File: config.mk
export PLATFORM = sky130hd
export DESIGN_NAME = i2c_light_sensor_master_unit_flat
export DESIGN_NICKNAME = d
export VERILOG_FILES = /design/src/rtl/ilsm_pkg.sv /design/src/rtl/ilsm_if.sv /design/src/rtl/ilsm_csr.sv /design/src/rtl/ilsm_front.sv /design/src/rtl/ilsm_engine.sv /design/src/rtl/i2c_light_sensor_master_unit.sv /design/src/flat_wrapper.sv
export VERILOG_INCLUDE_DIRS = /design/src /design/src/rtl
export SDC_FILE = /design/constraint.sdc
export NUM_CORES = 1
export LEC_CHECK = 0
export ABC_AREA = 1
export BUFFER_PORTS_ARGS = -buffer_cell sky130_fd_sc_hd__clkbuf_2
export CAP_MARGIN = 20
export CORE_ASPECT_RATIO = 0.8
export CORE_UTILIZATION = 62
export DETAILED_ROUTE_END_ITERATION = 7
export PLACE_DENSITY_LB_ADDON = 0.12
export SYNTH_ARGS = -nofsm -noshare
export SYNTH_HDL_FRONTEND = slang
export SYNTH_SLANG_ARGS = --single-unit
File: constraint.sdc
create_clock -name clock -period 5.22 [get_ports clock]
set_input_delay 1.044 -clock clock [delete_from_list [all_inputs] [get_ports clock]]
set_output_delay 1.044 -clock clock [all_outputs]
set_load 0.02 [all_outputs]
File: src/rtl/i2c_light_sensor_master_unit_macros.svh
// ----------------------------------------------------------------------------
// Assertion macros for the light sensor bus master
// Concurrent checks clocked on clock and disabled while reset is high.
// ----------------------------------------------------------------------------
`ifndef I2C_LIGHT_SENSOR_MASTER_UNIT_MACROS_SVH
`define I2C_LIGHT_SENSOR_MASTER_UNIT_MACROS_SVH

// The consequent must hold in the same cycle as the antecedent.
`define ILSM_ASSERT_NOW(label, ante, cons) \
   label: assert property (@(posedge clock) disable iff (reset) (ante) |-> (cons)) \
      else $error("ilsm check failed in the same cycle");

// The consequent must hold in the cycle after the antecedent.
`define ILSM_ASSERT_NEXT(label, ante, cons) \
   label: assert property (@(posedge clock) disable iff (reset) (ante) |=> (cons)) \
      else $error("ilsm check failed in the next cycle");

`endif

File: src/rtl/ilsm_pkg.sv
`timescale 1ns / 1ps
// ----------------------------------------------------------------------------
// ilsm_pkg
// Shared widths, codes, reset values and types of the light sensor bus master.
// ----------------------------------------------------------------------------
package ilsm_pkg;

   localparam int OPCODE_W = 2;
   localparam int BYTE_W   = 8;
   localparam int STATUS_W = 2;
   localparam int WORD_W   = 16;
   localparam int ADDR7_W  = 7;

   localparam int CSR_ADDR_W = 4;
   localparam int CSR_DATA_W = 32;

   // Register i sits at byte address 4*i.
   localparam int REG_INDEX_W = 2;
   localparam logic [REG_INDEX_W-1:0] REG_DEVICE_ADDRESS = 2'd0;
   localparam logic [REG_INDEX_W-1:0] REG_DELAY_TICKS    = 2'd1;
   localparam logic [REG_INDEX_W-1:0] REG_POWER_ON_CMD   = 2'd2;
   localparam logic [REG_INDEX_W-1:0] REG_MODE_CMD       = 2'd3;

   localparam logic [OPCODE_W-1:0] OP_NONE    = 2'd0;
   localparam logic [OPCODE_W-1:0] OP_SEND    = 2'd1;
   localparam logic [OPCODE_W-1:0] OP_READ    = 2'd2;
   localparam logic [OPCODE_W-1:0] OP_MEASURE = 2'd3;

   localparam logic [STATUS_W-1:0] ST_OK       = 2'd0;
   localparam logic [STATUS_W-1:0] ST_BUS_BUSY = 2'd1;
   localparam logic [STATUS_W-1:0] ST_NO_ACK   = 2'd2;

   localparam logic [ADDR7_W-1:0] RST_DEVICE_ADDRESS = 7'd35;
   localparam logic [BYTE_W-1:0]  RST_DELAY_TICKS    = 8'd10;
   localparam logic [BYTE_W-1:0]  RST_POWER_ON_CMD   = 8'd1;
   localparam logic [BYTE_W-1:0]  RST_MODE_CMD       = 8'd32;

   // lux = floor(raw * 5 / 6) = (raw * LUX_MULT) >> LUX_SHIFT, exact for 16-bit raw.
   localparam int LUX_SHIFT = 19;
   localparam int LUX_MULT_W = 19;
   localparam logic [LUX_MULT_W-1:0] LUX_MULT = 19'd436907;

   typedef struct packed {
      logic [ADDR7_W-1:0] device_address;
      logic [BYTE_W-1:0]  delay_ticks;
      logic [BYTE_W-1:0]  power_on_command;
      logic [BYTE_W-1:0]  mode_command;
   } cfg_type;

   // One classified bus tick waiting for the engine.
   typedef struct packed {
      logic                start_req;
      logic [OPCODE_W-1:0] opcode;
      logic [BYTE_W-1:0]   command_byte;
      logic                sda_in;
      logic                bus_free;
   } queue_entry_type;

endpackage

File: src/rtl/ilsm_if.sv
`timescale 1ns / 1ps
// ----------------------------------------------------------------------------
// ilsm_if
// Valid/ready channels of the light sensor bus master: tick beats in, results out.
// ----------------------------------------------------------------------------
interface ilsm_req_if import ilsm_pkg::*; ();
   logic                valid;
   logic                ready;
   logic [OPCODE_W-1:0] opcode;
   logic [BYTE_W-1:0]   command_byte;
   logic                sda_in;
   logic                bus_free;

   modport source (output valid, opcode, command_byte, sda_in, bus_free, input ready);
   modport sink   (input valid, opcode, command_byte, sda_in, bus_free, output ready);
endinterface

interface ilsm_rsp_if import ilsm_pkg::*; ();
   logic                valid;
   logic                ready;
   logic                scl_drive;
   logic                sda_drive;
   logic                ready_res;
   logic                done_res;
   logic [STATUS_W-1:0] status_code;
   logic [WORD_W-1:0]   raw_value;
   logic [WORD_W-1:0]   lux_value;

   modport source (output valid, scl_drive, sda_drive, ready_res, done_res, status_code,
                   raw_value, lux_value, input ready);
   modport sink   (input valid, scl_drive, sda_drive, ready_res, done_res, status_code,
                   raw_value, lux_value, output ready);
endinterface

File: src/rtl/ilsm_csr.sv
`timescale 1ns / 1ps
// ----------------------------------------------------------------------------
// ilsm_csr
// APB-style register file holding the address, delay and command registers.
// ----------------------------------------------------------------------------
module ilsm_csr
   import ilsm_pkg::*;
(
   input  logic                  clock,
   input  logic                  reset,
   input  logic                  psel,
   input  logic                  penable,
   input  logic                  pwrite,
   input  logic [CSR_ADDR_W-1:0] paddr,
   input  logic [CSR_DATA_W-1:0] pwdata,
   output logic [CSR_DATA_W-1:0] prdata,
   output logic                  pready,
   output cfg_type               cfg
);

   cfg_type                cfg_ff;
   cfg_type                cfg_in;
   logic                   write_en;
   logic [REG_INDEX_W-1:0] reg_index;

   assign pready    = 1'b1;
   assign write_en  = psel && penable && pwrite;
   assign reg_index = paddr[CSR_ADDR_W-1:2];

   always_comb begin
      cfg_in = cfg_ff;
      if (write_en) begin
         unique case (reg_index)
            REG_DEVICE_ADDRESS: cfg_in.device_address   = pwdata[ADDR7_W-1:0];
            REG_DELAY_TICKS:    cfg_in.delay_ticks      = pwdata[BYTE_W-1:0];
            REG_POWER_ON_CMD:   cfg_in.power_on_command = pwdata[BYTE_W-1:0];
            REG_MODE_CMD:       cfg_in.mode_command     = pwdata[BYTE_W-1:0];
            default:            cfg_in = cfg_ff;
         endcase
      end
   end

   always_comb begin
      unique case (reg_index)
         REG_DEVICE_ADDRESS: prdata = CSR_DATA_W'(cfg_ff.device_address);
         REG_DELAY_TICKS:    prdata = CSR_DATA_W'(cfg_ff.delay_ticks);
         REG_POWER_ON_CMD:   prdata = CSR_DATA_W'(cfg_ff.power_on_command);
         REG_MODE_CMD:       prdata = CSR_DATA_W'(cfg_ff.mode_command);
         default:            prdata = '0;
      endcase
   end

   always_ff @(posedge clock) begin
      if (reset) begin
         cfg_ff.device_address   <= RST_DEVICE_ADDRESS;
         cfg_ff.delay_ticks      <= RST_DELAY_TICKS;
         cfg_ff.power_on_command <= RST_POWER_ON_CMD;
         cfg_ff.mode_command     <= RST_MODE_CMD;
      end else begin
         cfg_ff <= cfg_in;
      end
   end

   assign cfg = cfg_ff;

endmodule

File: src/rtl/ilsm_front.sv
`timescale 1ns / 1ps
// ----------------------------------------------------------------------------
// ilsm_front
// Accepts tick beats, marks those that carry an opcode, and queues them.
// ----------------------------------------------------------------------------
module ilsm_front
   import ilsm_pkg::*;
#(
   parameter int DEPTH = 2
) (
   input  logic            clock,
   input  logic            reset,
   ilsm_req_if.sink        req_chan,
   output logic            head_valid,
   output queue_entry_type head,
   input  logic            head_take
);

   localparam int PTR_W = (DEPTH > 1) ? $clog2(DEPTH) : 1;
   localparam int CNT_W = $clog2(DEPTH + 1);

   queue_entry_type  slot_ff [DEPTH];
   queue_entry_type  slot_in;
   logic [PTR_W-1:0] wr_ptr_ff, wr_ptr_in;
   logic [PTR_W-1:0] rd_ptr_ff, rd_ptr_in;
   logic [CNT_W-1:0] count_ff, count_in;
   logic             push;
   logic             pop;

   assign req_chan.ready = (count_ff != CNT_W'(DEPTH));
   assign push = req_chan.valid && req_chan.ready;
   assign pop  = head_take && head_valid;

   always_comb begin
      slot_in.start_req    = (req_chan.opcode != OP_NONE);
      slot_in.opcode       = req_chan.opcode;
      slot_in.command_byte = req_chan.command_byte;
      slot_in.sda_in       = req_chan.sda_in;
      slot_in.bus_free     = req_chan.bus_free;
   end

   always_comb begin
      wr_ptr_in = wr_ptr_ff;
      rd_ptr_in = rd_ptr_ff;
      count_in  = count_ff;
      if (push) begin
         wr_ptr_in = (wr_ptr_ff == PTR_W'(DEPTH - 1)) ? '0 : wr_ptr_ff + PTR_W'(1);
      end
      if (pop) begin
         rd_ptr_in = (rd_ptr_ff == PTR_W'(DEPTH - 1)) ? '0 : rd_ptr_ff + PTR_W'(1);
      end
      if (push && !pop) begin
         count_in = count_ff + CNT_W'(1);
      end else if (pop && !push) begin
         count_in = count_ff - CNT_W'(1);
      end
   end

   always_ff @(posedge clock) begin
      if (push) begin
         slot_ff[wr_ptr_ff] <= slot_in;
      end
   end

   always_ff @(posedge clock) begin
      if (reset) begin
         wr_ptr_ff <= '0;
         rd_ptr_ff <= '0;
         count_ff  <= '0;
      end else begin
         wr_ptr_ff <= wr_ptr_in;
         rd_ptr_ff <= rd_ptr_in;
         count_ff  <= count_in;
      end
   end

   assign head_valid = (count_ff != '0);
   assign head       = slot_ff[rd_ptr_ff];

endmodule

File: src/rtl/ilsm_engine.sv
`timescale 1ns / 1ps
`include "i2c_light_sensor_master_unit_macros.svh"
// ----------------------------------------------------------------------------
// ilsm_engine
// Bus sequencer: advances start, byte, acknowledge and stop steps one tick a beat.
// ----------------------------------------------------------------------------
module ilsm_engine
   import ilsm_pkg::*;
(
   input  logic            clock,
   input  logic            reset,
   input  cfg_type         cfg,
   input  logic            head_valid,
   input  queue_entry_type head,
   output logic            head_take,
   ilsm_rsp_if.source      rsp_chan
);

   localparam logic [4:0] PH_IDLE         = 5'd0;
   localparam logic [4:0] PH_START1       = 5'd1;
   localparam logic [4:0] PH_START2       = 5'd2;
   localparam logic [4:0] PH_TX_SETUP     = 5'd3;
   localparam logic [4:0] PH_TX_HIGH      = 5'd4;
   localparam logic [4:0] PH_TX_LOW       = 5'd5;
   localparam logic [4:0] PH_ACK_SETUP    = 5'd6;
   localparam logic [4:0] PH_ACK_HIGH     = 5'd7;
   localparam logic [4:0] PH_ACK_LOW_OK   = 5'd8;
   localparam logic [4:0] PH_ACK_LOW_FAIL = 5'd9;
   localparam logic [4:0] PH_RX_SETUP     = 5'd10;
   localparam logic [4:0] PH_RX_HIGH      = 5'd11;
   localparam logic [4:0] PH_RX_LOW       = 5'd12;
   localparam logic [4:0] PH_MACK1        = 5'd13;
   localparam logic [4:0] PH_MACK2        = 5'd14;
   localparam logic [4:0] PH_MACK3        = 5'd15;
   localparam logic [4:0] PH_MACK4        = 5'd16;
   localparam logic [4:0] PH_STOP         = 5'd17;

   localparam int PROD_W = WORD_W + LUX_MULT_W;

   typedef struct packed {
      logic [4:0]          phase;
      logic [BYTE_W-1:0]   tick;
      logic [BYTE_W-1:0]   shift_byte;
      logic [2:0]          bit_pos;
      logic [1:0]          stage;
      logic [BYTE_W-1:0]   high_byte;
      logic [WORD_W-1:0]   result_word;
      logic [STATUS_W-1:0] last_status;
      logic                scl;
      logic                sda;
      logic [OPCODE_W-1:0] op_kind;
      logic [BYTE_W-1:0]   cmd_latch;
      logic [1:0]          byte_index;
      logic                done;
   } eng_state_type;

   eng_state_type       state_ff, state_in;
   logic [WORD_W-1:0]   lux_ff, lux_in;
   logic                rsp_valid_ff, rsp_valid_in;
   logic                advance;
   logic [BYTE_W-1:0]   span;
   logic [BYTE_W-1:0]   tick_next;
   logic [PROD_W-1:0]   lux_product;

   function automatic eng_state_type enter_phase(eng_state_type s, logic [4:0] ph,
                                                 logic scl, logic sda);
      s.phase = ph;
      s.tick  = '0;
      s.scl   = scl;
      s.sda   = sda;
      return s;
   endfunction

   function automatic eng_state_type finish(eng_state_type s);
      s.phase = PH_IDLE;
      s.tick  = '0;
      s.done  = 1'b1;
      return s;
   endfunction

   function automatic logic stage_is_read(eng_state_type s);
      return (s.op_kind == OP_READ) || (s.op_kind == OP_MEASURE && s.stage == 2'd2);
   endfunction

   function automatic logic [BYTE_W-1:0] stage_command(eng_state_type s, cfg_type c);
      if (s.op_kind == OP_SEND) begin
         return s.cmd_latch;
      end
      return (s.stage == 2'd0) ? c.power_on_command : c.mode_command;
   endfunction

   // A busy bus fails every remaining measure stage on the same sample.
   function automatic eng_state_type try_start(eng_state_type s, logic bus_free);
      if (bus_free) begin
         s.byte_index = 2'd0;
         s = enter_phase(s, PH_START1, 1'b1, 1'b1);
      end else begin
         if (s.last_status == ST_OK) begin
            s.last_status = ST_BUS_BUSY;
         end
         if (s.op_kind == OP_MEASURE) begin
            s.stage = 2'd2;
         end
         s = finish(s);
      end
      return s;
   endfunction

   function automatic eng_state_type load_tx(eng_state_type s, logic [BYTE_W-1:0] b);
      s.shift_byte = b;
      s.bit_pos    = 3'd7;
      s = enter_phase(s, PH_TX_SETUP, 1'b0, b[BYTE_W-1]);
      return s;
   endfunction

   assign advance   = head_valid && (!rsp_valid_ff || rsp_chan.ready);
   assign head_take = advance;
   assign span      = (cfg.delay_ticks == '0) ? 8'd1 : cfg.delay_ticks;
   assign tick_next = state_ff.tick + 8'd1;

   // The finished word is the high byte and the byte just shifted in.
   assign lux_product = {state_ff.high_byte, state_ff.shift_byte} * LUX_MULT;

   always_comb begin
      state_in = state_ff;
      lux_in   = lux_ff;
      if (advance) begin
         state_in.done = 1'b0;
         if (state_ff.phase == PH_IDLE) begin
            if (head.start_req) begin
               state_in.op_kind     = head.opcode;
               state_in.cmd_latch   = head.command_byte;
               state_in.stage       = 2'd0;
               state_in.last_status = ST_OK;
               state_in = try_start(state_in, head.bus_free);
            end
         end else begin
            state_in.tick = tick_next;
            if (tick_next >= span) begin
               unique case (state_ff.phase)
                  PH_START1: state_in = enter_phase(state_in, PH_START2, 1'b1, 1'b0);
                  PH_START2: begin
                     state_in = load_tx(state_in,
                                        {cfg.device_address, stage_is_read(state_in)});
                  end
                  PH_TX_SETUP: begin
                     state_in = enter_phase(state_in, PH_TX_HIGH, 1'b1, state_in.sda);
                  end
                  PH_TX_HIGH: begin
                     state_in = enter_phase(state_in, PH_TX_LOW, 1'b0, state_in.sda);
                  end
                  PH_TX_LOW: begin
                     if (state_in.bit_pos != 3'd0) begin
                        state_in.bit_pos = state_in.bit_pos - 3'd1;
                        state_in = enter_phase(state_in, PH_TX_SETUP, 1'b0,
                                               state_in.shift_byte[state_in.bit_pos]);
                     end else begin
                        state_in = enter_phase(state_in, PH_ACK_SETUP, 1'b0, 1'b1);
                     end
                  end
                  PH_ACK_SETUP: begin
                     state_in = enter_phase(state_in, PH_ACK_HIGH, 1'b1, 1'b1);
                  end
                  PH_ACK_HIGH: begin
                     state_in = enter_phase(state_in,
                                            head.sda_in ? PH_ACK_LOW_FAIL : PH_ACK_LOW_OK,
                                            1'b0, 1'b1);
                  end
                  PH_ACK_LOW_FAIL: begin
                     if (state_in.last_status == ST_OK) begin
                        state_in.last_status = ST_NO_ACK;
                     end
                     state_in = enter_phase(state_in, PH_STOP, 1'b1, 1'b0);
                  end
                  PH_ACK_LOW_OK: begin
                     if (state_in.byte_index == 2'd0) begin
                        state_in.byte_index = 2'd1;
                        if (stage_is_read(state_in)) begin
                           state_in.bit_pos = 3'd7;
                           state_in = enter_phase(state_in, PH_RX_SETUP, 1'b0, 1'b1);
                        end else begin
                           state_in = load_tx(state_in, stage_command(state_in, cfg));
                        end
                     end else begin
                        state_in = enter_phase(state_in, PH_STOP, 1'b1, 1'b0);
                     end
                  end
                  PH_RX_SETUP: begin
                     state_in = enter_phase(state_in, PH_RX_HIGH, 1'b1, 1'b1);
                  end
                  PH_RX_HIGH: begin
                     state_in.shift_byte[state_in.bit_pos] = head.sda_in;
                     state_in = enter_phase(state_in, PH_RX_LOW, 1'b0, 1'b1);
                  end
                  PH_RX_LOW: begin
                     if (state_in.bit_pos != 3'd0) begin
                        state_in.bit_pos = state_in.bit_pos - 3'd1;
                        state_in = enter_phase(state_in, PH_RX_HIGH, 1'b1, 1'b1);
                     end else if (state_in.byte_index == 2'd1) begin
                        state_in.high_byte  = state_in.shift_byte;
                        state_in.byte_index = 2'd2;
                        state_in = enter_phase(state_in, PH_MACK1, 1'b0, 1'b1);
                     end else begin
                        state_in.result_word = {state_in.high_byte, state_in.shift_byte};
                        lux_in = lux_product[LUX_SHIFT +: WORD_W];
                        state_in = enter_phase(state_in, PH_STOP, 1'b1, 1'b0);
                     end
                  end
                  PH_MACK1: state_in = enter_phase(state_in, PH_MACK2, 1'b0, 1'b0);
                  PH_MACK2: state_in = enter_phase(state_in, PH_MACK3, 1'b1, 1'b0);
                  PH_MACK3: state_in = enter_phase(state_in, PH_MACK4, 1'b0, 1'b0);
                  PH_MACK4: begin
                     state_in.bit_pos = 3'd7;
                     state_in = enter_phase(state_in, PH_RX_SETUP, 1'b0, 1'b1);
                  end
                  PH_STOP: begin
                     state_in.sda = 1'b1;
                     if (state_in.op_kind == OP_MEASURE && state_in.stage < 2'd2) begin
                        state_in.stage = state_in.stage + 2'd1;
                        state_in = try_start(state_in, head.bus_free);
                     end else begin
                        state_in = finish(state_in);
                     end
                  end
                  default: state_in = finish(state_in);
               endcase
            end
         end
      end
   end

   always_comb begin
      rsp_valid_in = rsp_valid_ff;
      if (advance) begin
         rsp_valid_in = 1'b1;
      end else if (rsp_chan.ready) begin
         rsp_valid_in = 1'b0;
      end
   end

   always_ff @(posedge clock) begin
      if (reset) begin
         state_ff.phase       <= PH_IDLE;
         state_ff.tick        <= '0;
         state_ff.shift_byte  <= '0;
         state_ff.bit_pos     <= 3'd7;
         state_ff.stage       <= 2'd0;
         state_ff.high_byte   <= '0;
         state_ff.result_word <= '0;
         state_ff.last_status <= ST_OK;
         state_ff.scl         <= 1'b1;
         state_ff.sda         <= 1'b1;
         state_ff.op_kind     <= OP_NONE;
         state_ff.cmd_latch   <= '0;
         state_ff.byte_index  <= 2'd0;
         state_ff.done        <= 1'b0;
         lux_ff               <= '0;
         rsp_valid_ff         <= 1'b0;
      end else begin
         state_ff     <= state_in;
         lux_ff       <= lux_in;
         rsp_valid_ff <= rsp_valid_in;
      end
   end

   assign rsp_chan.valid       = rsp_valid_ff;
   assign rsp_chan.scl_drive   = state_ff.scl;
   assign rsp_chan.sda_drive   = state_ff.sda;
   assign rsp_chan.ready_res   = (state_ff.phase == PH_IDLE);
   assign rsp_chan.done_res    = state_ff.done;
   assign rsp_chan.status_code = state_ff.last_status;
   assign rsp_chan.raw_value   = state_ff.result_word;
   assign rsp_chan.lux_value   = lux_ff;

   // A stalled result must not let the bus sequence move on.
   `ILSM_ASSERT_NEXT(a_stall_holds_state, !advance, $stable(state_ff) && $stable(lux_ff))
   // A start on a taken bus finishes at once with the busy code.
   `ILSM_ASSERT_NEXT(a_busy_start_finishes,
      advance && state_ff.phase == PH_IDLE && head.start_req && !head.bus_free,
      state_ff.done && state_ff.last_status == ST_BUS_BUSY && state_ff.phase == PH_IDLE)
   // Only the measure operation ever steps through stages.
   `ILSM_ASSERT_NOW(a_stage_only_measure,
      state_ff.phase != PH_IDLE && state_ff.op_kind != OP_MEASURE,
      state_ff.stage == 2'd0)

endmodule

File: src/rtl/i2c_light_sensor_master_unit.sv
`timescale 1ns / 1ps
// ----------------------------------------------------------------------------
// i2c_light_sensor_master_unit
// Open-drain bus master that writes commands to and reads words from a light sensor.
// ----------------------------------------------------------------------------
//  channel   direction  content of one beat
//  req_chan  in         opcode, command byte, sampled data line, bus free flag
//  rsp_chan  out        pin drives, idle and done flags, status, raw and lux words
//  apb       in/out     device address, delay ticks, power-on and mode commands
//
// One beat is one bus tick; unless the queue is empty or results stall, the sequencer
// takes one beat every cycle; each passes the queue, then the sequencer registers.
// A queue of QUEUE_DEPTH beats sits in front of the sequencer and fills while the
// result side stalls; req_chan.ready falls only once it is full.
// Synchronous reset returns the registers to their defaults, empties the queue and
// leaves the sequencer idle with both lines released.
// ----------------------------------------------------------------------------
module i2c_light_sensor_master_unit
   import ilsm_pkg::*;
#(
   parameter int QUEUE_DEPTH = 2
) (
   input  logic                  clock,
   input  logic                  reset,
   ilsm_req_if.sink              req_chan,
   ilsm_rsp_if.source            rsp_chan,
   input  logic                  psel,
   input  logic                  penable,
   input  logic                  pwrite,
   input  logic [CSR_ADDR_W-1:0] paddr,
   input  logic [CSR_DATA_W-1:0] pwdata,
   output logic [CSR_DATA_W-1:0] prdata,
   output logic                  pready
);

   cfg_type         cfg;
   logic            head_valid;
   queue_entry_type head;
   logic            head_take;

   ilsm_csr u_csr (
      .clock   (clock),
      .reset   (reset),
      .psel    (psel),
      .penable (penable),
      .pwrite  (pwrite),
      .paddr   (paddr),
      .pwdata  (pwdata),
      .prdata  (prdata),
      .pready  (pready),
      .cfg     (cfg)
   );

   ilsm_front #(
      .DEPTH (QUEUE_DEPTH)
   ) u_front (
      .clock      (clock),
      .reset      (reset),
      .req_chan   (req_chan),
      .head_valid (head_valid),
      .head       (head),
      .head_take  (head_take)
   );

   ilsm_engine u_engine (
      .clock      (clock),
      .reset      (reset),
      .cfg        (cfg),
      .head_valid (head_valid),
      .head       (head),
      .head_take  (head_take),
      .rsp_chan   (rsp_chan)
   );

endmodule
File: src/flat_wrapper.sv
// flat-port wrapper written by rule: the top's interface ports become plain ports
module i2c_light_sensor_master_unit_flat import ilsm_pkg::*;
#(
   parameter int QUEUE_DEPTH = 2
)
  (clock, reset, psel, penable, pwrite, paddr, pwdata, prdata, pready, req_chan_valid, req_chan_opcode, req_chan_command_byte, req_chan_sda_in, req_chan_bus_free, req_chan_ready, rsp_chan_valid, rsp_chan_scl_drive, rsp_chan_sda_drive, rsp_chan_ready_res, rsp_chan_done_res, rsp_chan_status_code, rsp_chan_raw_value, rsp_chan_lux_value, rsp_chan_ready);
  ilsm_req_if req_chan_i ();
  ilsm_rsp_if rsp_chan_i ();
  input  logic clock;
  input  logic reset;
  input  logic psel;
  input  logic penable;
  input  logic pwrite;
  input  logic [CSR_ADDR_W-1:0] paddr;
  input  logic [CSR_DATA_W-1:0] pwdata;
  output logic [CSR_DATA_W-1:0] prdata;
  output logic pready;
  input wire logic [$bits(req_chan_i.valid)-1:0] req_chan_valid;
  input wire logic [$bits(req_chan_i.opcode)-1:0] req_chan_opcode;
  input wire logic [$bits(req_chan_i.command_byte)-1:0] req_chan_command_byte;
  input wire logic [$bits(req_chan_i.sda_in)-1:0] req_chan_sda_in;
  input wire logic [$bits(req_chan_i.bus_free)-1:0] req_chan_bus_free;
  output wire logic [$bits(req_chan_i.ready)-1:0] req_chan_ready;
  output wire logic [$bits(rsp_chan_i.valid)-1:0] rsp_chan_valid;
  output wire logic [$bits(rsp_chan_i.scl_drive)-1:0] rsp_chan_scl_drive;
  output wire logic [$bits(rsp_chan_i.sda_drive)-1:0] rsp_chan_sda_drive;
  output wire logic [$bits(rsp_chan_i.ready_res)-1:0] rsp_chan_ready_res;
  output wire logic [$bits(rsp_chan_i.done_res)-1:0] rsp_chan_done_res;
  output wire logic [$bits(rsp_chan_i.status_code)-1:0] rsp_chan_status_code;
  output wire logic [$bits(rsp_chan_i.raw_value)-1:0] rsp_chan_raw_value;
  output wire logic [$bits(rsp_chan_i.lux_value)-1:0] rsp_chan_lux_value;
  input wire logic [$bits(rsp_chan_i.ready)-1:0] rsp_chan_ready;
  assign req_chan_i.valid = req_chan_valid;
  assign req_chan_i.opcode = req_chan_opcode;
  assign req_chan_i.command_byte = req_chan_command_byte;
  assign req_chan_i.sda_in = req_chan_sda_in;
  assign req_chan_i.bus_free = req_chan_bus_free;
  assign req_chan_ready = req_chan_i.ready;
  assign rsp_chan_valid = rsp_chan_i.valid;
  assign rsp_chan_scl_drive = rsp_chan_i.scl_drive;
  assign rsp_chan_sda_drive = rsp_chan_i.sda_drive;
  assign rsp_chan_ready_res = rsp_chan_i.ready_res;
  assign rsp_chan_done_res = rsp_chan_i.done_res;
  assign rsp_chan_status_code = rsp_chan_i.status_code;
  assign rsp_chan_raw_value = rsp_chan_i.raw_value;
  assign rsp_chan_lux_value = rsp_chan_i.lux_value;
  assign rsp_chan_i.ready = rsp_chan_ready;
  i2c_light_sensor_master_unit #(.QUEUE_DEPTH(QUEUE_DEPTH)) u_core (.clock(clock), .reset(reset), .req_chan(req_chan_i), .rsp_chan(rsp_chan_i), .psel(psel), .penable(penable), .pwrite(pwrite), .paddr(paddr), .pwdata(pwdata), .prdata(prdata), .pready(pready));
endmodule
### Word level (Yosys, flattened, before mapping)

Memories as Yosys holds them, arrays and structs flattened. A register that Yosys moved wholly into a read port is not among the register bits.
Index checks and enable logic that the tools add are counted.
W data, S select, Z words.

* bits in registers: 119
* latch bits: 0
* RAM bits: 26
* memory bits (read-only): 0
* input bits: 55
* output and inout bits: 73
* word-level logic and storage cells: 210
* memories kept: 1

* add/subtract/negate cells: 7
* multiply operators: 1
* div/mod/pow operators: 0
* magnitude comparators: 5
* eq/ne operators: 57
* shift operators: 0
* multiplexer cells: 44
* bitwise gates (word level): 20
* reductions and logical operators: 52

Memories
* u_core.u_front.slot_ff: depth 2, bits a word 13, read ports 1, clocked after Yosys merged registers in 1, wr ports 1, RTL line ilsm_front.sv:22 `queue_entry_type slot_ff [DEPTH];`

Operators with widths (count)
* $pmux W67 S17: 1
* $mux W67: 7
* $pmux W32 S4: 1
* $mux W63: 2
* $mux W66: 1
* $mux W65: 1
* $reduce_and A22 Y1: 2
* $ne A2 B2 Y1 const B: 21
* $eq A5 B4 Y1 const B: 8
* $mul A16 B19 Y35 const B: 1
* $mux W8: 4
* $reduce_and A24 Y1: 1
* $reduce_and A23 Y1: 1
* $ne A3 B3 Y1 const B: 7
* $reduce_and A21 Y1: 1
* $eq A5 B3 Y1 const B: 4
* $not A1 Y1: 20
* $reduce_and A20 Y1: 1
* $reduce_and A19 Y1: 1
* $mux W1: 18
* $reduce_bool A18 Y1: 1
* $reduce_bool A16 Y1: 1
* $reduce_and A7 Y1: 2
* $reduce_bool A2 Y1: 7
* 31 further kinds: 72

### Longest topological paths before layout

Gate-level depths: netlist of run 1.

* depth after elaboration: 15
* gate-level depth with buffers: 26

### By module

From an unflattened synthesis of run 1, not the netlist that was laid out.

* cells, all modules: 1928
* area total of the unflattened synthesis: 13784.5 um2

Modules (own cells, without submodules)
* ilsm_engine: instances 1, cells each 1598, area an instance 10886.7 um2, seq. area each 1681.6 um2
* ilsm_csr: instances 1, cells each 252, area an instance 1671.6 um2, seq. area each 620.6 um2
* ilsm_front: instances 1, cells each 78, area an instance 1226.2 um2, seq. area each 880.8 um2

### Worst setup path before layout of run 1

OpenSTA, ideal clock, no wires.

* path kind: register to register
* start: register u_core.u_engine.state_ff[47] (netlist bit)
* end: register u_core.u_engine.lux_ff[14], in the netlist u_core.u_engine.rsp_chan.lux_value[14]
* data arrival time: 4.676 ns
* required time: 5.111 ns
* slack: 0.435 ns
* cell stages (with the launch flop): 23
* cell sequence: dfxtp_1 -> ha_1 -> inv_1 -> fa_1 -> inv_1 -> fa_1 -> inv_1 -> fa_1 -> fa_1 -> inv_1 -> fa_1 -> ha_1 -> nand2_1 -> inv_1 -> a21oi_1 -> a21boi_0 -> nand2_1 -> nand2_1 -> nand2_1 -> nand2_1 -> nand3_1 -> nand2_1 -> inv_1

* word-level cells in the longest chain between the ends: 1

RTL lines
* start: declaration: RTL line ilsm_engine.sv:57 `eng_state_type state_ff, state_in;`
* start signal: assignment: RTL line ilsm_engine.sv:260 `state_ff <= state_in;`
* $mul A16 B19 Y35: RTL line ilsm_engine.sv:122 `assign lux_product = {state_ff.high_byte, state_ff.shift_byte} * LUX_MULT;`
* end signal: assignment: RTL line ilsm_engine.sv:261 `lux_ff <= lux_in;`
* end: declaration: RTL line ilsm_engine.sv:58 `logic [WORD_W-1:0] lux_ff, lux_in;`

Every way passes these cells.
A chain may end at the register's enable or synchronous reset.

### Final worst setup path of run 1

* start: register u_core.u_engine.state_ff[47] (netlist bit)
* end: register u_core.u_engine.lux_ff[2], in the netlist u_core.u_engine.rsp_chan.lux_value[2]

Same word-level chain as after synthesis.

==> results of run 1 <==
-- metrics by stage --
stage	std cells	cell area (sq um)	hold slack, ns	util, %
floorplan	1875	13530	0.4263	-
finish	2207	14800	0.4576	70.49
global route	2207	14800	0.4712	70.49
detailed placement	2173	14000	0.4431	66.68
global placement	2173	14000	0.4348	66.68
CTS	2205	14610	0.4561	69.60
-- metal layers --
| metal | share of wire, % | track usage, % | routed length, um |
|---|---|---|---|
| met1 | 50 | 53.77 | 18520 |
| met2 | 40 | 46.59 | 14810 |
| met3 | 7.7 | 5.140 | 2838 |
| met4 | 1.5 | 6.430 | 560 |
| met5 | 0 | 0 | 0 |
-- how the worst max path moves through the flow --
stage,end,depth (start not counted),from,slack [ns]
after global routing,u_core.u_engine.rsp_chan.lux_value[14]$_SDFFE_PP0P_,22,u_core.u_engine.state_ff[47]$_SDFFE_PP0P_,-0.04
after CTS,u_core.u_engine.rsp_chan.lux_value[14]$_SDFFE_PP0P_,22,u_core.u_engine.state_ff[47]$_SDFFE_PP0P_,0.04
after floorplan,u_core.u_engine.rsp_chan.lux_value[14]$_SDFFE_PP0P_,22,u_core.u_engine.state_ff[47]$_SDFFE_PP0P_,0.44
after global placement,u_core.u_engine.rsp_chan.lux_value[12]$_SDFFE_PP0P_,23,u_core.u_engine.state_ff[47]$_SDFFE_PP0P_,0.1
after detailed placement,u_core.u_engine.rsp_chan.lux_value[12]$_SDFFE_PP0P_,23,u_core.u_engine.state_ff[47]$_SDFFE_PP0P_,0.06
final,u_core.u_engine.rsp_chan.lux_value[2]$_SDFFE_PP0P_,23,u_core.u_engine.state_ff[47]$_SDFFE_PP0P_,0.18
-- cells by family after synthesis --
| kind of cell | synth area share (%) |
|---|---|
| simple gates | 24.97 |
| buf+inv | 13.69 |
| compound gates | 10.59 |
| fa+ha+maj | 26.13 |
| flops | 23.68 |
| xor+xnor | 0.7167 |
| other cells | 0.05586 |
| mux | 0.1675 |
-- synthesized netlist by cell type, types with 3 or more instances --
cell	number	area, sq um
o21ai_1	12	60.06
o21a_1	3	22.52
nor2_8	3	60.06
buf_2	4	20.02
nor3_1	17	85.08
nor2_2	6	37.54
o21bai_1	4	30.03
inv_1	344	1291
xor2_1	8	70.07
dfxtp_1	120	2402
nand3_1	112	560.5
o21ai_0	85	425.4
inv_2	9	33.78
a211oi_1	20	150.1
a21oi_1	100	500.5
fa_1	88	1762
nand2_1	399	1498
nor2_4	5	56.30
nand2_2	8	50.05
nor2_1	180	675.7
o211ai_1	8	60.06
nor4_1	14	87.58
clkbuf_1	25	93.84
o2111ai_1	8	70.07
edfxtp_1	26	780.8
buf_4	46	345.3
xnor2_1	3	26.28
o22ai_1	5	31.28
clkinv_1	3	11.26
ha_1	140	1752
nand4_1	16	100.1
-- critical path, cell delays in order, from the launching register on --
cell and delay, ns:
dfxtp_1 0.32, ha_1 0.32, inv_2 0.09, fa_2 0.47, buf_4 0.17, fa_1 0.48
inv_1 0.05, fa_1 0.47, inv_1 0.05, fa_1 0.53, inv_1 0.08, fa_1 0.51
ha_2 0.32, nand2_1 0.10, nand2_2 0.10, a21oi_2 0.19, a21boi_2 0.18, nand2_1 0.13
nand2_1 0.10, nand2_1 0.05, nand2_1 0.05, nand3_1 0.07, nand2_1 0.08, inv_1 0.04
-- state kept, by name, summed over array words and instances (netlist names), named ones only --
register                              flops
u_core.u_front.count_ff                   2
u_core.u_engine.state_ff                 46
u_core.u_engine.rsp_chan.lux_value       16
u_core.u_engine.rsp_chan.valid            1
u_core.u_engine.rsp_chan.raw_value       16
u_core.u_front.rd_ptr_ff                  1
u_core.u_front.slot_ff                   26
u_core.u_engine.rsp_chan.status_code      2
u_core.u_engine.rsp_chan.sda_drive        1
u_core.u_engine.rsp_chan.done_res         1
u_core.u_front.wr_ptr_ff                  1
u_core.u_engine.rsp_chan.scl_drive        1
u_core.u_csr.cfg                         31
-- power by group --
part           switching [mW]  leakage, nW  total, mW  internal, mW
sequential              0.108         1.22       1.40          1.30
combinational           0.867         6.27       1.22         0.349
clock                   0.622        0.298       1.27         0.651
total                    1.60         7.78       3.89          2.30
-- layout make-up --
| class | instances | area (sq um) |
|---|---|---|
| Sequential cell | 146 | 3184 |
| Tap cell | 269 | 336.6 |
| Clock inverter | 15 | 188.9 |
| Clock buffer | 17 | 425.4 |
| Timing Repair Buffer | 110 | 635.6 |
| Inverter | 358 | 1351 |
| Fill cell | 1734 | 6196 |
| Multi-Input combinational cell | 1292 | 8676 |
-- timing repair --
| action | in CTS | in global routing |
|---|---|---|
| endpoints found under the setup margin | 0 | 16 |
| resized for setup | 0 | 44 |
| hold endpoints to repair | 0 | 0 |
==> impl.org, run 1 <==
** Drt
- Residual antenna-violating net count after detailed routing :: 0
- The first routing iteration left ~1,500 violations.
- In the routed layout, each cell is associated on average with a via count of 5.558.
- Via count of the routed design :: ~12,000
- The first detailed-routing pass took 6 iterations.
- The routed design has roughly 37,000 um of wire.
- Dividing the detail-routed wire length by the instance count gives roughly 17 um.
- Drt drc :: 0

** Setup path
- Worst r2r dst :: u_core.u_engine.rsp_chan.lux_value[2]$_SDFFE_PP0P_
- Along the worst path, the maximum fanout reaches 3.
- Start of the worst register-to-register path :: u_core.u_engine.state_ff[47]$_SDFFE_PP0P_
- Req. time, crit path :: about 5.6 ns
- Measured in cells, the most critical reg-to-reg path has a length of 23.
- STA classifies the critical path endpoint as a register.
- STA classifies the critical path startpoint as a register.
- The critical path is of the register to register type.
- Reg2reg setup slack :: 0.18 ns
- Arrival time of data at the critical path endpoint :: 5.38 ns

** STA
- Based on the critical path, the design can be clocked at up to roughly 200 MHz.
- Setup slack closes at roughly 0.18 ns.
- Fin crit share :: a little over nine tenths
- Normalized max-slew margin :: 27.96%
- Slew at the pin closest to its max-slew limit :: between 1 and 1.5 ns
- The final count of hold timing violations was 0.
- Clock period minus worst slack :: roughly 5.0 ns
- Adding up every negative setup slack in the final design gives 0 ns.
- Setup skew after layout :: approximately 0.013 ns
- Count of pins over their slew limit :: 0
- Setup violations remaining at the end of the flow were counted as 0.

** Floorplanning
- In this run the horizontal extent of the chip is ~170 um.
- The initial utilization of the core area, before any placement, comes to about 64%.
- The core region is about 21,000 sq um.
- The die is between 100 and 150 um tall.
- Site row count :: 47
- During I/O placement, the number of pins put on the boundary was approximately 130.
- The die covers roughly 22,000 sq um.

** Final layout
- Most frequent standard cell in the layout excluding fill and tap cells :: nand2_1
- Number of diodes :: 0
- Share of layout cells above drive strength 1 :: 11.71%
- Layout Nets :: 2,208
- Leading cell types in the layout, fill and taps excluded :: 392 x nand2_1, 342 x inv_1, 176 x nor2_1
- Area grow syn2layout :: 10.07%

** Clocking
- In this run the post-CTS setup repair buffer count came out at 0.
- Num CTS Buffers :: 17
- The longest clock path from root to sink contains 2 buffers.
- CTS Hold Buffers Added :: 0
- The clock drives about 150 sinks.
- Clk slew on worst S/H paths :: 0.08 ns
- Max H-tree Level :: 4
- TritonCTS built the clock tree.
- Clock root cell :: clkbuf_16
- Insertion delay of the later-clocked pin in the worst-skew pair :: approximately 0.44 ns

** Global routing
- In the global route stage, overall resource usage came out at 33.42%.
- Entering global routing, the biggest net connects 50 pins.
- The first global-routing pass estimated slightly below 60,000 um of wire.
- The total overflow left after global routing is 0.
- The initial antenna violation count is 0.
- Vias in the first global route :: between 10,000 and 15,000

** Pwr
- Power comes to between 3 and 4 mW.
- For this design the static power due to leakage is 7.779 nW.
- For this design the ratio of total power to cell area is ~260 nW/um^2.
- Peak supply drop :: about 0.25 mV

** Synthesis
- Counting every instance in the synthesized netlist gives approximately 1,900.
- A synthesized cell averages between 7 and 8 sq um.
- During synthesis, Yosys emitted a total of 0 warnings.
- The most used flip-flop cell after synthesis is dfxtp_1.
- Ys async rst share :: 0%
- Counting flops and latches in the post-synthesis netlist gives roughly 150.
- Cell area after synthesis :: about 13,000 sq um
- After synthesis, flip-flops and latches occupy 23.68% of the total area.
- Counting flops with a built-in enable in the synthesized netlist gives 26.
- After synthesis, the netlist uses 52 different library cells.

** Hold path
- For hold timing, the worst endpoint is u_core.u_front.rd_ptr_ff$_SDFFE_PP0P_.
- The tightest min-delay check is of the register to register type.
- Along the worst hold path, the cell count comes to 1.
- The worst hold path begins at u_core.u_front.rd_ptr_ff$_SDFFE_PP0P_.

** Place
- Post-detailed-placement half-perimeter wirelength :: between 20,000 and 30,000 um
- In this run the tool buffered the top-level ports with 76 buffer cells.
- Post-Place Worst Slack :: a little under 0.06 ns
- RePlAce Congestion :: 0.9950

** Outcome
- Status :: complete, no violations

** Job
- Number of max-cap violations :: 0
Power figures use the tool's default switching activity.
==> inputs of run 2 (changes only) <==
--- a/config.mk
+++ b/config.mk
@@ -9,8 +9,10 @@
 export ABC_AREA = 1
 export BUFFER_PORTS_ARGS = -buffer_cell sky130_fd_sc_hd__clkbuf_2
 export CAP_MARGIN = 20
+export CELL_PAD_IN_SITES_DETAIL_PLACEMENT = 1
+export CELL_PAD_IN_SITES_GLOBAL_PLACEMENT = 1
 export CORE_ASPECT_RATIO = 0.8
-export CORE_UTILIZATION = 62
+export CORE_UTILIZATION = 45
 export DETAILED_ROUTE_END_ITERATION = 7
 export PLACE_DENSITY_LB_ADDON = 0.12
 export SYNTH_ARGS = -nofsm -noshare
==> run 2 against run 1 <==
Net effect:
- sequential power about the same
- register-to-register slack worse by 0.06 ns
- sequential cell count unchanged
- die area up 37%
- wire length up 19%
==> impl.org, run 2 (synthesized netlist as in run 1, its figures left out) <==
** Drt
- Via count of the routed design :: 12,423 (was 12,266)
- Drt drc :: 0 (unchanged)
- The first-pass iteration count of the detailed router is 7 (was 6).
- The number of vias per cell after detailed routing is 5.327 (was 5.558).
- The per-cell routed wire length came to 18.71 um (was 16.64 um).
- The total wirelength of the detailed-routed design was 43,630 um (was 36,730 um).
- Residual antenna-violating net count after detailed routing :: 0 (unchanged)
- The violation count after the first detailed-routing iteration came to 769 (was 1,469).

** Clocking
- The clock tree root driver cell is clkbuf_16 (unchanged).
- The count of clock tree sinks is 146 (unchanged).
- The clock input transition at the sequential cells of the worst setup and hold paths came to 0.07 ns (was 0.08 ns).
- The number of buffers added by the clock tree synthesis step came to 17 (unchanged).
- Max H-tree Level :: 4 (unchanged)
- Insertion delay of the later-clocked pin in the worst-skew pair :: 0.45 ns (was 0.44 ns)
- CTS tree :: done (unchanged)
- Maximum number of buffers from clock root to sink :: 2 (unchanged)
- CTS Hold Buffers Added :: 0 (unchanged)

** Final layout
- The most common cell after layout, fill and taps aside was nand2_1 (unchanged).
- Utilization after layout :: 51.70% (was 70.49%)
- Flip-flop count of the largest register after layout :: 46 (unchanged)
- Leading cell types in the layout, fill and taps excluded: 389 x nand2_1, 341 x inv_1, 173 x nor2_1 (was 392 x nand2_1, 342 x inv_1, 176 x nor2_1).
- Number of diodes :: 0 (unchanged)
- Area grow syn2layout :: 12.91% (was 10.07%)
- Layout Nets :: 2,225 (was 2,208)
- Largest register by flop count :: u_core.u_engine.state_ff (unchanged)
- Share of layout cells above drive strength 1 :: 13.40% (was 11.71%)
- The count of non-filler cells in the finished layout is 2,332 (was 2,207).
- Design Area, Final :: 15,180 sq um (was 14,800 sq um)

** Global routing
- Pin count of the biggest net entering global routing :: 51 (was 50)
- The initial antenna violation count was 0 (unchanged).
- The global-route wire length before repair came to 68,430 um (was 57,830 um).
- Grt total ovfl :: 0 (unchanged)
- Vias in the first global route :: 12,566 (was 10,965)
- The overall routing resource usage is 29.19% (was 33.42%).

** STA
- The final setup violation count was 0 (unchanged).
- Sum of negative setup slack :: 0 ns (unchanged)
- The maximum operating frequency came to 196.3 MHz (was 198.5 MHz).
- The final count of hold timing violations is 0 (unchanged).
- The worst clock skew on the final layout is 0.01209 ns (was 0.01265 ns).
- Slew at the pin closest to its max-slew limit :: 1.037 ns (was 1.074 ns)
- Normalized max-slew margin :: 30.11% (was 27.96%)
- Count of pins over their slew limit :: 0 (unchanged)
- The final clock period utilization by the worst path came to 97.58% (was 96.53%).
- The final critical path time including I/O delays and setup was 5.094 ns (was 5.039 ns).

** Hold path
- The class of the worst hold path is register to register (unchanged).
- Worst min-delay path startpoint :: u_core.u_engine.rsp_chan.raw_value[15]$_SDFFE_PP0P_ (was u_core.u_front.rd_ptr_ff$_SDFFE_PP0P_)

** Setup path
- Critical path launch point :: u_core.u_engine.state_ff[49]$_SDFFE_PP0P_ (was u_core.u_engine.state_ff[47]$_SDFFE_PP0P_)
- The kind of launch point of the worst setup path was a register (unchanged).
- The top fanout value on the critical path came to 4 (was 3).
- The reg-to-reg startpoint is u_core.u_engine.state_ff[49]$_SDFFE_PP0P_ (was u_core.u_engine.state_ff[47]$_SDFFE_PP0P_).
- The setup slack of the worst register-to-register path came to 0.13 ns (was 0.18 ns).
- Critical path class :: register to register (unchanged)
- The data required time of the critical path was 5.56 ns (was 5.57 ns).
- The critical path capture point type is a register (unchanged).
- The worst path arrival time was 5.44 ns (was 5.38 ns).

** Floorplanning
- The top-level I/O count was 128 (unchanged).
- The core area is 29,360 sq um (was 20,990 sq um).
- Vertical die dimension :: 156.6 um (was 133.7 um)
- The total number of placement rows was 56 (was 47).
- Starting density of the core :: 45.79% (was 64.04%)
- The die footprint is 30,580 sq um (was 22,280 sq um).
- The die width was 195.3 um (was 166.6 um).

** Job
- The max-capacitance violation count came to 0 (unchanged).

** Pwr
- The power density over the cells is 261.2 nW/um^2 (was 263.0 nW/um^2).
- The standby leakage power is 7.851 nW (was 7.779 nW).
- The total power draw came to 3.965 mW (was 3.892 mW).
- Peak supply drop :: 0.2574 mV (was 0.2464 mV)

** Place
- Placed insts :: 2,298 (was 2,173)
- The sum of net half-perimeters after detailed placement is 35,140 um (was 29,300 um).
- The number of port buffers was 76 (unchanged).
- Cell area after placement :: 14,260 sq um (was 14,000 sq um)
- RePlAce Congestion :: 0.9227 (was 0.9950)

** Outcome
- Status :: complete, no violations (unchanged)
==> run 2: final timing paths <==
path | end | depth (start not counted)
hold reg to reg | u_core.u_engine.rsp_chan.raw_value[15]$_SDFFE_PP0P_ | 2
hold / removal | u_core.u_engine.rsp_chan.raw_value[15]$_SDFFE_PP0P_ | 2
setup / recovery | u_core.u_engine.rsp_chan.lux_value[14]$_SDFFE_PP0P_ | 20
setup reg to reg | u_core.u_engine.rsp_chan.lux_value[14]$_SDFFE_PP0P_ | 20
==> run 2: repair_timing <==
item,4_1_cts,5_1_grt
resized for setup,15,49
setup buffers,0,1
pin swaps,2,21
setup endpoints to repair,13,16
==> run 2: stage by stage <==
stage / setup WS, ns / hold WS (ns)
2_1_floorplan: 0.4353 / 0.4263
3_3_place_gp: 0.04381 / 0.4329
3_5_place_dp: -0.06265 / 0.4513
4_1_cts: 0.004781 / 0.4667
5_1_grt: -0.05036 / 0.4923
6_report: 0.1261 / 0.4649
==> run 2: cell type report <==
class                           instances  area, sq um
Fill cell                            3764        14180
Multi-Input combinational cell       1292         8783
Sequential cell                       146         3186
Inverter                              358         1351
Timing Repair Buffer                  127        770.7
Tap cell                              377        471.7
Clock buffer                           17        425.4
Clock inverter                         15        191.4
==> run 2: power by group <==
group	total [mW]	switching (mW)	internal [mW]	leakage, nW
clock network	1.29	0.639	0.653	0.300
logic	1.27	0.915	0.351	6.34
registers	1.41	0.111	1.30	1.22
==> run 2: worst max-delay path: stages (launching register included) <==
cell and delay, ns:
dfxtp_2 0.34, ha_4 0.28, inv_1 0.06, fa_2 0.58
inv_1 0.10, fa_1 0.54, buf_4 0.17, fa_1 0.51
fa_1 0.57, fa_1 0.46, ha_4 0.32, nand2_1 0.09
inv_1 0.12, nand2_1 0.11, buf_4 0.17, nor3_2 0.18
nand2_1 0.10, nand3_1 0.09, nand3_1 0.08, nand2_1 0.09
inv_1 0.04
==> run 2: per-layer routing <==
layer	global-route usage, %	up-vias	part of all wire (%)
li1	-	5993	-
met5	0	-	0
met3	4.332	41	5.1
met2	44.51	313	43
met1	43.38	6076	50
met4	6.149	0	1.3
